File: config.mk
export PLATFORM = sky130hd
export DESIGN_NAME = radio_fragment_reassembler_unit_flat
export DESIGN_NICKNAME = d
export VERILOG_FILES = /design/src/design/rfr_pkg.sv /design/src/design/rfr_stream_if.sv /design/src/design/radio_fragment_reassembler_unit.sv /design/src/flat_wrapper.sv
export SDC_FILE = /design/constraint.sdc
export NUM_CORES = 1
export LEC_CHECK = 0
export ABC_AREA = 1
export BUFFER_PORTS_ARGS = -buffer_cell sky130_fd_sc_hd__buf_2
export CORE_ASPECT_RATIO = 1.5
export CORE_UTILIZATION = 25
export CTS_BUF_LIST = sky130_fd_sc_hd__clkbuf_4
export DETAILED_ROUTE_END_ITERATION = 10
export PLACE_DENSITY_LB_ADDON = 0.25
export SYNTH_ARGS = -nofsm -noshare
export SYNTH_HDL_FRONTEND = slang
export SYNTH_SLANG_ARGS = --single-unit
File: constraint.sdc
create_clock -name clk -period 3.18 [get_ports clk]
set_clock_uncertainty 0.15 [all_clocks]
set_input_delay 0.477 -clock clk [delete_from_list [all_inputs] [get_ports clk]]
set_output_delay 0.477 -clock clk [all_outputs]
set_load 0.01 [all_outputs]
File: src/design/rfr_pkg.sv
// Package for the radio fragment reassembler: field widths, reset values
// and the result record type. No dependencies.
`timescale 1ns / 1ps

package rfr_pkg;

  // Data bytes that follow the sequence byte in one radio payload.
  localparam int unsigned FRAG_DATA_BYTES_DEF = 31;

  // Width and reset value of the packet length limit register.
  localparam int unsigned MAX_LEN_W     = 13;
  localparam logic [MAX_LEN_W-1:0] MAX_LEN_RESET = 13'd1500;

  // Header bytes held back until the total length is known.
  localparam int unsigned HDR_BYTES = 4;

  // One result transaction.
  typedef struct packed {
    logic [7:0] data_byte;
    logic       packet_end;
    logic       packet_abort;
  } rfr_result_t;

endpackage

File: src/design/rfr_stream_if.sv
// Valid/ready stream interfaces for the reassembler's input bytes and
// result bytes. Depends on rfr_pkg.
`timescale 1ns / 1ps

interface rfr_in_if
  import rfr_pkg::*;
  ();
  logic       valid;
  logic       ready;
  logic [7:0] rx_byte;
  logic       frag_start;

  modport source (output valid, output rx_byte, output frag_start, input ready);
  modport sink   (input valid, input rx_byte, input frag_start, output ready);
endinterface

interface rfr_out_if
  import rfr_pkg::*;
  ();
  logic       valid;
  logic       ready;
  logic [7:0] data_byte;
  logic       packet_end;
  logic       packet_abort;

  modport source (output valid, output data_byte, output packet_end,
                  output packet_abort, input ready);
  modport sink   (input valid, input data_byte, input packet_end,
                  input packet_abort, output ready);
endinterface

File: src/design/radio_fragment_reassembler_unit.sv
// Top level of the radio fragment reassembler: byte parser, sequence check
// and five-entry result queue. Depends on rfr_pkg and rfr_stream_if.
`timescale 1ns / 1ps

// Rebuilds IPv4 packets from radio payloads (a sequence byte flagged by
// frag_start, then FRAG_DATA_BYTES data bytes). One input byte is taken per
// cycle while in_ch.ready is high; its results are written straight into a
// five-entry result queue that drains one transaction per cycle while
// out_ch.ready is high. Most bytes give zero or one result, so with a ready
// output the block sustains one byte per cycle. The fourth data byte of a
// first payload releases up to four header bytes at once; the queue absorbs
// them and in_ch.ready stays low while more than one result would remain
// queued, so after a header the input waits while the queue drains. Packets
// with a length of zero or above max_len_r are dropped without any output;
// a sequence mismatch mid-packet gives one result with packet_abort set.
// cfg_wr_data should be written only while the block is idle.
module radio_fragment_reassembler_unit
  import rfr_pkg::*;
#(
  parameter int unsigned FRAG_DATA_BYTES = FRAG_DATA_BYTES_DEF
) (
  input  logic                 clk,
  input  logic                 rst_n,
  rfr_in_if.sink               in_ch,
  rfr_out_if.source            out_ch,
  input  logic                 cfg_wr_en,
  input  logic [MAX_LEN_W-1:0] cfg_wr_data
);

  localparam int unsigned POS_W = $clog2(FRAG_DATA_BYTES + 1);
  localparam int unsigned QD    = HDR_BYTES + 1;
  localparam int unsigned CNT_W = $clog2(QD + 1);
  localparam int unsigned NR_W  = $clog2(HDR_BYTES + 1);

  localparam logic [1:0] PH_IDLE   = 2'd0;
  localparam logic [1:0] PH_HEADER = 2'd1;
  localparam logic [1:0] PH_BODY   = 2'd2;

  // Parser state.
  logic [1:0]           phase_r, phase_nxt;
  logic [POS_W-1:0]     pos_r, pos_nxt;
  logic [7:0]           exp_seq_r, exp_seq_nxt;
  logic [7:0]           len_hi_r, len_hi_nxt;
  logic [MAX_LEN_W-1:0] pkt_len_r, pkt_len_nxt;
  logic [MAX_LEN_W-1:0] bytes_out_r, bytes_out_nxt;
  logic [15:0]          held_r, held_nxt;
  logic [MAX_LEN_W-1:0] max_len_r;

  // Result queue.
  rfr_result_t          queue_r [QD];
  rfr_result_t          queue_nxt [QD];
  logic [CNT_W-1:0]     cnt_r, cnt_nxt, base;

  rfr_result_t          res [HDR_BYTES];
  logic [NR_W-1:0]      n_res;
  logic                 acc, drain;
  logic [15:0]          len16;
  logic [MAX_LEN_W-1:0] bytes_inc;

  // Handshakes: room for a full header burst once this cycle's drain is done.
  assign drain       = (cnt_r != '0) && out_ch.ready;
  assign in_ch.ready = (cnt_r <= CNT_W'(1)) || ((cnt_r == CNT_W'(2)) && out_ch.ready);
  assign acc         = in_ch.valid && in_ch.ready;

  assign out_ch.valid        = (cnt_r != '0);
  assign out_ch.data_byte    = queue_r[0].data_byte;
  assign out_ch.packet_end   = queue_r[0].packet_end;
  assign out_ch.packet_abort = queue_r[0].packet_abort;

  assign len16     = {len_hi_r, in_ch.rx_byte};
  assign bytes_inc = bytes_out_r + MAX_LEN_W'(1);

  // Byte parser: next state and the results of the accepted transaction.
  always_comb begin
    phase_nxt     = phase_r;
    pos_nxt       = pos_r;
    exp_seq_nxt   = exp_seq_r;
    len_hi_nxt    = len_hi_r;
    pkt_len_nxt   = pkt_len_r;
    bytes_out_nxt = bytes_out_r;
    held_nxt      = held_r;
    n_res         = '0;
    for (int k = 0; k < HDR_BYTES; k++) begin
      res[k] = '0;
    end

    if (acc) begin
      if (in_ch.frag_start) begin
        pos_nxt = '0;
        if (phase_r == PH_BODY) begin
          if (in_ch.rx_byte == exp_seq_r) begin
            exp_seq_nxt = exp_seq_r + 8'd1;
          end else begin
            res[0].packet_abort = 1'b1;
            n_res               = NR_W'(1);
            phase_nxt           = PH_IDLE;
          end
        end else if (in_ch.rx_byte == 8'd0) begin
          phase_nxt     = PH_HEADER;
          held_nxt      = '0;
          len_hi_nxt    = '0;
          pkt_len_nxt   = '0;
          bytes_out_nxt = '0;
          exp_seq_nxt   = 8'd1;
        end else begin
          phase_nxt = PH_IDLE;
        end
      end else if ((phase_r != PH_IDLE) && (pos_r < POS_W'(FRAG_DATA_BYTES))) begin
        pos_nxt = pos_r + POS_W'(1);
        if (phase_r == PH_HEADER) begin
          case (pos_r)
            POS_W'(0): held_nxt[15:8] = in_ch.rx_byte;
            POS_W'(1): held_nxt[7:0]  = in_ch.rx_byte;
            POS_W'(2): len_hi_nxt     = in_ch.rx_byte;
            default: begin
              // Length complete: drop it or release the held header bytes.
              pkt_len_nxt = len16[MAX_LEN_W-1:0];
              if ((len16 == 16'd0) || (len16 > {3'b000, max_len_r})) begin
                phase_nxt = PH_IDLE;
              end else begin
                res[0].data_byte  = held_r[15:8];
                res[0].packet_end = (len16 == 16'd1);
                res[1].data_byte  = held_r[7:0];
                res[1].packet_end = (len16 == 16'd2);
                res[2].data_byte  = len_hi_r;
                res[2].packet_end = (len16 == 16'd3);
                res[3].data_byte  = in_ch.rx_byte;
                res[3].packet_end = (len16 == 16'd4);
                if (len16 >= 16'(HDR_BYTES)) begin
                  n_res = NR_W'(HDR_BYTES);
                end else begin
                  n_res = len16[NR_W-1:0];
                end
                bytes_out_nxt = MAX_LEN_W'(n_res);
                phase_nxt     = (len16 <= 16'(HDR_BYTES)) ? PH_IDLE : PH_BODY;
              end
            end
          endcase
        end else begin
          // Packet body: pass the byte through, flag the last one.
          bytes_out_nxt     = bytes_inc;
          res[0].data_byte  = in_ch.rx_byte;
          n_res             = NR_W'(1);
          if (bytes_inc == pkt_len_r) begin
            res[0].packet_end = 1'b1;
            phase_nxt         = PH_IDLE;
          end
        end
      end
    end
  end

  // Result queue: shift out on drain, append new results behind the rest.
  always_comb begin
    base = cnt_r - CNT_W'(drain);
    for (int i = 0; i < QD; i++) begin
      if (drain && (i < QD - 1)) begin
        queue_nxt[i] = queue_r[i + 1];
      end else begin
        queue_nxt[i] = queue_r[i];
      end
      for (int k = 0; k < HDR_BYTES; k++) begin
        if ((NR_W'(k) < n_res) && (CNT_W'(i) == base + CNT_W'(k))) begin
          queue_nxt[i] = res[k];
        end
      end
    end
    cnt_nxt = base + CNT_W'(n_res);
  end

  // Control registers.
  always_ff @(posedge clk) begin
    if (!rst_n) begin
      phase_r     <= PH_IDLE;
      pos_r       <= '0;
      exp_seq_r   <= '0;
      len_hi_r    <= '0;
      pkt_len_r   <= '0;
      bytes_out_r <= '0;
      held_r      <= '0;
      cnt_r       <= '0;
      max_len_r   <= MAX_LEN_RESET;
    end else begin
      phase_r     <= phase_nxt;
      pos_r       <= pos_nxt;
      exp_seq_r   <= exp_seq_nxt;
      len_hi_r    <= len_hi_nxt;
      pkt_len_r   <= pkt_len_nxt;
      bytes_out_r <= bytes_out_nxt;
      held_r      <= held_nxt;
      cnt_r       <= cnt_nxt;
      if (cfg_wr_en) begin
        max_len_r <= cfg_wr_data;
      end
    end
  end

  // Queue payload needs no reset.
  always_ff @(posedge clk) begin
    queue_r <= queue_nxt;
  end

  // The queue never holds more than its depth.
  assert property (@(posedge clk) disable iff (!rst_n) cnt_r <= CNT_W'(QD))
    else $error("result queue overflow");

  // In a packet body the emitted count stays below the packet length.
  assert property (@(posedge clk) disable iff (!rst_n)
    (phase_r == PH_BODY) |-> (bytes_out_r < pkt_len_r))
    else $error("body byte count reached packet length");

  // A sequence byte yields at most one result, and that one is an abort.
  assert property (@(posedge clk) disable iff (!rst_n)
    (acc && in_ch.frag_start && (n_res != '0)) |->
      ((n_res == NR_W'(1)) && res[0].packet_abort))
    else $error("sequence byte produced a non-abort result");

endmodule
File: src/flat_wrapper.sv
// flat-port wrapper written by rule: the top's interface ports become plain ports
module radio_fragment_reassembler_unit_flat import rfr_pkg::*;
#(
  parameter int unsigned FRAG_DATA_BYTES = FRAG_DATA_BYTES_DEF
)
  (clk, rst_n, cfg_wr_en, cfg_wr_data, in_ch_valid, in_ch_rx_byte, in_ch_frag_start, in_ch_ready, out_ch_valid, out_ch_data_byte, out_ch_packet_end, out_ch_packet_abort, out_ch_ready);
  rfr_in_if in_ch_i ();
  rfr_out_if out_ch_i ();
  input  logic clk;
  input  logic rst_n;
  input  logic cfg_wr_en;
  input  logic [MAX_LEN_W-1:0] cfg_wr_data;
  input wire logic [$bits(in_ch_i.valid)-1:0] in_ch_valid;
  input wire logic [$bits(in_ch_i.rx_byte)-1:0] in_ch_rx_byte;
  input wire logic [$bits(in_ch_i.frag_start)-1:0] in_ch_frag_start;
  output wire logic [$bits(in_ch_i.ready)-1:0] in_ch_ready;
  output wire logic [$bits(out_ch_i.valid)-1:0] out_ch_valid;
  output wire logic [$bits(out_ch_i.data_byte)-1:0] out_ch_data_byte;
  output wire logic [$bits(out_ch_i.packet_end)-1:0] out_ch_packet_end;
  output wire logic [$bits(out_ch_i.packet_abort)-1:0] out_ch_packet_abort;
  input wire logic [$bits(out_ch_i.ready)-1:0] out_ch_ready;
  assign in_ch_i.valid = in_ch_valid;
  assign in_ch_i.rx_byte = in_ch_rx_byte;
  assign in_ch_i.frag_start = in_ch_frag_start;
  assign in_ch_ready = in_ch_i.ready;
  assign out_ch_valid = out_ch_i.valid;
  assign out_ch_data_byte = out_ch_i.data_byte;
  assign out_ch_packet_end = out_ch_i.packet_end;
  assign out_ch_packet_abort = out_ch_i.packet_abort;
  assign out_ch_i.ready = out_ch_ready;
  radio_fragment_reassembler_unit #(.FRAG_DATA_BYTES(FRAG_DATA_BYTES)) u_core (.clk(clk), .rst_n(rst_n), .in_ch(in_ch_i), .out_ch(out_ch_i), .cfg_wr_en(cfg_wr_en), .cfg_wr_data(cfg_wr_data));
endmodule
==> flow_summary.toml, run 1 <==
[worst_setup_path]
critical_path_peak_fanout = 14
path_delay_family = "simple AND/OR/NAND/NOR gates"
cp-end-kind = "flip-flop"
start_kind = "flip-flop"
timing.critical_path.required_ps = 3510
worst_path_cell_with_the_longest_stage_delay = "dfxtp_1"
ff2ff_path_depth = 14
worstSetupPathType = "reg2reg"
timing.critical_path.cells = "inv_1 > ha_1 > o31ai_4 > nand3_4 > nor2_2 > nand2_4 > buf_4 > nor2_1 > inv_2 > nor2_2 > inv_1 > o21ai_0 > inv_1 > a21oi_2"
crit_path_frequent_cell = "inv_1"
critical_path.max_stage_delay_ps = 440
worstPathBufferInverterCount = 5
path_depth = 14
worst-endpoint-arrival_ps = 3370

[sta]
timing_worst_slew_pin_value_ps = 584
finalCritPeriodShare_pct = 95.7
setup-violations-final = 0
timing.max_slew.rel_slack_pct = 61.0
timing_max_transition_violations_final = 0
max_freq_ghz = 0.329
final_hold_viol_count = 0
final.setup.tns_ps = 0
final.min_clock_period_ps = 3040

[hold_path]
holdCritPathClass = "in2reg"
timing.hold.worst_path_depth = 2

[place]
place.gp.congestion = 1.00
post_dp_cell_area_mm2 = 0.0112
dp_hpwl_um = 31300
port-buffer-count = 38

[global_routing]
grt_first_pass_wirelength_um = 59100
antenna_violations_before_repair = 1
grt_util_all_layers_pct = 21.8
grt_overflow_total = 0
via_count_of_the_first_global_routing_pass = 10100
grt_max_degree = 36

[die]
initial_core_util_pct = 25.3
floorplan.rows = 85
chipWidth_um = 157
die_h_um = 235
core-area_mm2 = 0.0358
io-pin-count = 39
dieArea_mm2 = 0.0370

[clocking]
cts-buffers-inserted = 17
clkLatencyLatePin_ps = 640
clkSlewWorstSetupHoldPaths_ps = 140
clock_sinks = 131
cts_tree = "yes"
cts_max_level = 4
max-clock-path-buffers = 2
root_buffer = "clkbuf_4"

[synthesis]
synth_enable_flop_cells = 45
asyncSetResetFlopFracSynth_pct = 0
largest_area_contributor_in_the_synthesized_netlist = "dfxtp_1"
synth-seq-area-share_pct = 33.9
synth.ff_latch_count = 131
synth.avg_cell_area_um2 = 6.58
synthTopCellsByArea = "dfxtp_1 19%, edfxtp_1 15%, nand2_1 14%, inv_1 8.0%, nand3_1 7.6%"
synthDistinctLibCells = 49
post_synthesis_instance_area_mm2 = 0.00907
synth_fp_nets = 1428
yosys_warnings = 0
synthCells = 1377
dominantRegCellSynth = "dfxtp_1"
synth_largest_type_area_fraction_pct = 19.0

[drt]
final_antenna_net_count = 0
routed_wire_length_per_instance_um = 18.8
detailedRoute.firstIterationViolations = 666
drt-total-wl_um = 39500
drt-pass1-iter-count = 5
routed-via-count = 10200
drt_drc_violations_left = 0
detail_route.vias_per_cell = 4.87

[cells_and_area]
post_route_cells_drive_above_1_share_pct = 21.9
final_design_area_no_fill_mm2 = 0.0119
area_delta_synth_final_pct = 30.9
final_nets = 1656
nFillCells = 3967

[job]
max_cap_viol_count = 0

[power_and_ir_drop]
vdd_ir_drop_max_mv = 0.268
leakage_power_uw = 0.00538
cellPowerDensity_mw_per_mm2 = 525
total_power_uw = 6240

[status]
outcome = "finished clean"
## cell type report
class | count | area [um2] | area share [%]
Antenna cell | 1 | 2.50 | 0.0211
Clock buffer | 17 | 128 | 1.08
Clock inverter | 15 | 141 | 1.19
Inverter | 214 | 806 | 6.79
Multi-Input combinational cell | 978 | 5040 | 42.5
Sequential cell | 131 | 3070 | 25.9
Tap cell | 478 | 598 | 5.04
Timing Repair Buffer | 263 | 2080 | 17.5
## what timing repair did
action / in CTS / in global routing
endpoints found under the setup margin: 12 / 92
pin swaps: 0 / 4
gates cloned: 0 / 1
resized for setup: 4 / 30
hold buffers: 24 / 0
setup buffers: 0 / 3
endpoints found under the hold margin: 14 / 0
## power breakdown
part	switching (uW)	internal [uW]
sequential	113	2080
combinational	1780	1080
clock	775	408
## flip-flops by register name, summed over array words and instances (netlist names)
name	flops
u_core.out_ch.packet_end	1
u_core.out_ch.data_byte	8
u_core.out_ch.packet_abort	1
u_core.bytes_out_r	13
u_core.max_len_r	13
u_core.exp_seq_r	8
u_core.pos_r	5
u_core.held_r	16
u_core.len_hi_r	8
u_core.phase_r	2
u_core.pkt_len_r	13
u_core.queue_r	40
u_core.cnt_r	3
## kinds of logic (layout without fill, tap and decap cells)
kind of cell / count (synthesis) / after routing / share of synthesized area (%)
other: 0 / 1 / 0
adder cells (fa/ha/maj): 24 / 24 / 3.40
AO/OA/AOI/OAI: 241 / 241 / 14.5
buffers and inverters: 268 / 509 / 12.0
XOR/XNOR: 6 / 6 / 0.580
flip-flops: 131 / 131 / 33.9
AND/OR/NAND/NOR: 707 / 707 / 35.6
## metal layers
metal | routed length, um | up-vias | GRT usage [%]
li1 | - | 4989 | -
met1 | 14300 | 4750 | 22.5
met2 | 20200 | 334 | 39.2
met3 | 1630 | 141 | 3.02
met4 | 3290 | 0 | 16.5
met5 | 0 | - | 0
## cells in the mapped netlist, types with 2 or more instances
| cell | n |
|---|---|
| nand2_1 | 334 |
| inv_1 | 194 |
| nand3_1 | 138 |
| nor2_1 | 114 |
| a21oi_1 | 93 |
| o21ai_0 | 92 |
| dfxtp_1 | 86 |
| edfxtp_1 | 45 |
| nand4_1 | 37 |
| nor3_1 | 28 |
| clkbuf_1 | 25 |
| ha_1 | 23 |
| a211oi_1 | 18 |
| inv_2 | 17 |
| buf_2 | 13 |
| buf_4 | 12 |
| o21ai_1 | 11 |
| a31oi_1 | 10 |
| nor2_2 | 10 |
| o22ai_1 | 9 |
| nand2_2 | 8 |
| nand3b_1 | 5 |
| nor4_1 | 5 |
| and3_1 | 4 |
| nand3_2 | 4 |
| nor2_4 | 4 |
| xnor2_1 | 4 |
| buf_6 | 3 |
| nand2_4 | 3 |
| o221ai_1 | 3 |
| clkinv_1 | 2 |
| nand3_4 | 2 |
| nor3_2 | 2 |
| nor3b_1 | 2 |
| or2_2 | 2 |
| xor2_1 | 2 |
## cells in the final DEF (no fill, tap or decap), types with 3 or more instances in the layout
cell,instances
dfxtp_1,86
nor3_1,24
nand3_1,137
dlygate4sd3_1,24
buf_12,10
buf_2,38
edfxtp_1,45
a21oi_2,6
ha_1,22
inv_6,7
a21oi_1,88
nor2_1,107
clkinv_2,3
a31oi_1,10
o22ai_1,9
nor4_1,5
o21ai_1,17
inv_2,18
nand3_4,4
nor2_4,8
buf_4,190
clkbuf_4,17
inv_1,193
nor2_2,13
nor3_2,6
o221ai_1,3
nand2_4,4
nand3b_1,5
a211oi_1,18
and3_1,4
nand2_1,328
nand2_2,13
nand3_2,3
o21ai_0,86
xnor2_1,4
nand4_1,37
## path summary, 6_finish.rpt
check | from | to | slack (ps)
setup / recovery | u_core.pos_r[0] | u_core.queue_r[31] | 140
hold / removal | cfg_wr_en | u_core.max_len_r[7] | 70
setup reg to reg | u_core.pos_r[0] | u_core.queue_r[31] | 140
hold reg to reg | u_core.max_len_r[12] | u_core.max_len_r[12] | 320
## per-stage QoR
| step | setup slack (ps) | util (%) | cells | hold WS (ps) |
|---|---|---|---|---|
| after global routing | -16.6 | 33.1 | 2097 | 42.5 |
| final | 138 | 33.1 | 2097 | 71.4 |
| after global placement | -216 | 31.2 | 2036 | 295 |
| after floorplan | 7.72 | - | 1377 | 281 |
| after CTS | 10.1 | 32.7 | 2092 | 10.3 |
| after detailed placement | -199 | 31.2 | 2036 | 302 |
## worst reg2reg max path: stages (launching register included)
cell and delay, ps:
dfxtp_1 440, inv_1 90, ha_1 250, o31ai_4 330, nand3_4 150, nor2_2 150, nand2_4 100, buf_4 150
nor2_1 100, inv_2 80, nor2_2 260, inv_1 260, o21ai_0 140, inv_1 70, a21oi_2 190
No activity file was read; power rests on OpenSTA's default activity.
==> inputs of run 2 (changes only) <==
--- a/config.mk
+++ b/config.mk
@@ -12,6 +12,7 @@
 export CTS_BUF_LIST = sky130_fd_sc_hd__clkbuf_4
 export DETAILED_ROUTE_END_ITERATION = 10
 export PLACE_DENSITY_LB_ADDON = 0.25
+export SETUP_SLACK_MARGIN = 0.15
 export SYNTH_ARGS = -nofsm -noshare
 export SYNTH_HDL_FRONTEND = slang
 export SYNTH_SLANG_ARGS = --single-unit
==> flow_summary.toml, run 2 (synthesized netlist as in run 1, its figures left out) <==
[global_routing]
grt_overflow_total = 0
via_count_of_the_first_global_routing_pass = 10100
grt_first_pass_wirelength_um = 58900
antenna_violations_before_repair = 1
grt_max_degree = 36
grt_util_all_layers_pct = 21.7

[drt]
routed_wire_length_per_instance_um = 18.8
drt_drc_violations_left = 0
detailedRoute.firstIterationViolations = 850
detail_route.vias_per_cell = 4.83
routed-via-count = 10200
drt-pass1-iter-count = 6
drt-total-wl_um = 39500
final_antenna_net_count = 0

[worst_setup_path]
start_kind = "flip-flop"
timing.critical_path.required_ps = 3400
timing.reg2reg.setup_slack_ps = 170
critical_path_peak_fanout = 5
r2r-end = "u_core.queue_r[7]"
worst_setup_path_startpoint = "u_core.len_hi_r[1]"
ff2ff_path_depth = 13
worstSetupPathType = "reg2reg"
cp-end-kind = "flip-flop"
cp-endpoint = "u_core.queue_r[7]"
critical_path.max_stage_delay_ps = 440
worst-endpoint-arrival_ps = 3220
worstReg2RegStart = "u_core.len_hi_r[1]"
crit_path_frequent_cell = "buf_4"
timing.critical_path.cells = "ha_4 > nand2_1 > nor3_2 > buf_4 > nand3_2 > nand2_4 > buf_4 > nand2_2 > nor2_4 > buf_4 > buf_4 > nand2_1 > o221ai_1"
worst_path_cell_with_the_longest_stage_delay = "o221ai_1"

[clocking]
cts_max_level = 4
root_buffer = "clkbuf_4"
cts_tree = "yes"
max-clock-path-buffers = 2
clkLatencyLatePin_ps = 600
cts-buffers-inserted = 17
clkSlewWorstSetupHoldPaths_ps = 130
clock_sinks = 131

[cells_and_area]
area_delta_synth_final_pct = 35.6
multi_input_area_mm2 = 0.00531
final_nets = 1664
mostFrequentLayoutCell = "nand2_1"
largest_register_ffs = 40
nFillCells = 3904
regMostFlops = "u_core.queue_r"
layout.area.seq_mm2 = 0.00309
biggestRegsByFlops = "u_core.queue_r (40), u_core.held_r (16)"
layout.cells.most_common_list = "320 x nand2_1, 192 x buf_4, 180 x inv_1"
post_route_cells_drive_above_1_share_pct = 26.0

[status]
outcome = "finished clean"

[die]
floorplan.rows = 85
io-pin-count = 39
dieArea_mm2 = 0.0370
initial_core_util_pct = 25.3
core-area_mm2 = 0.0358
chipWidth_um = 157
die_h_um = 235

[power_and_ir_drop]
vdd_ir_drop_max_mv = 0.332
leakage_power_uw = 0.00551
total_power_uw = 6490
cellPowerDensity_mw_per_mm2 = 528

[sta]
setup_repair_after_global_routing_missed_its_margin = "true"
finalCritPeriodShare_pct = 94.6
worst_hold_slack_ps = 91.3
setup_slack_ps = 172
final.min_clock_period_ps = 3010
timing.max_slew.rel_slack_pct = 50.9
timing_worst_slew_pin_value_ps = 737
setup-violations-final = 0
max_freq_ghz = 0.332
timing_max_transition_violations_final = 0
final_hold_viol_count = 0

[place]
place.gp.congestion = 0.985
port-buffer-count = 38
dp_hpwl_um = 31200
placement_stage_worst_setup_slack_ps = -116

[hold_path]
timing.hold.worst_path_depth = 2
holdCritPathClass = "in2reg"

[job]
max_cap_viol_count = 0
[run 2: what timing repair did]
item,4_1_cts,5_1_grt
endpoints found under the hold margin,14,0
setup endpoints to repair,65,96
cloned,0,2
setup buffers,7,8
resized for setup,22,92
hold buffers,19,0
pin swaps,5,17
[run 2: worst max-delay path, delay by kind of cell, from the launching register on]
kind / cells / cell delay (ps)
AND/OR/NAND/NOR: 7 / 950
buffers and inverters: 4 / 560
AO/OA/AOI/OAI: 1 / 440
flip-flops: 1 / 390
adder cells (fa/ha/maj): 1 / 280
[run 2: power breakdown]
| part | total, uW | internal [uW] | leakage, uW | switching (uW) |
|---|---|---|---|---|
| registers | 2200 | 2080 | 0.00114 | 121 |
| clock network | 1170 | 473 | 0.000153 | 695 |
| logic | 3120 | 1190 | 0.00422 | 1930 |
| total | 6490 | 3740 | 0.00551 | 2750 |
[run 2: routing by layer]
metal  routed length, um  part of all wire (%)  global-route usage (%)
met4                2800                   7.1                    15.2
met2               20800                    53                    39.5
met3                1310                   3.3                    2.96
met5                   0                     0                       0
met1               14600                    37                    22.7
[run 2: metrics by stage]
step | cell area [um2] | utilization (%) | instances | setup TNS (ps)
CTS | 11800 | 33.0 | 2092 | 0
global placement | 11200 | 31.4 | 2036 | -3650
detailed placement | 11200 | 31.4 | 2036 | -3630
finish | 12300 | 34.3 | 2103 | 0
global route | 12300 | 34.3 | 2103 | 0
floorplan | 9090 | - | 1377 | 0
[run 2: area by class of cell]
class | instances | area share, %
Tap cell | 478 | 4.86
Sequential cell | 131 | 25.1
Multi-Input combinational cell | 978 | 43.2
Clock buffer | 18 | 1.10
Antenna cell | 1 | 0.0204
Clock inverter | 12 | 1.04
Timing Repair Buffer | 271 | 18.1
Inverter | 214 | 6.61
[run 2: worst min path at each step]
stage / startpoint / end / slack (ps)
floorplan: u_core.held_r[11] / u_core.held_r[11] / 280
global placement: u_core.held_r[10] / u_core.held_r[10] / 300
detailed placement: u_core.held_r[11] / u_core.held_r[11] / 310
CTS: cfg_wr_en / u_core.max_len_r[3] / 20
global route: cfg_wr_en / u_core.max_len_r[4] / 80
finish: cfg_wr_en / u_core.max_len_r[3] / 90
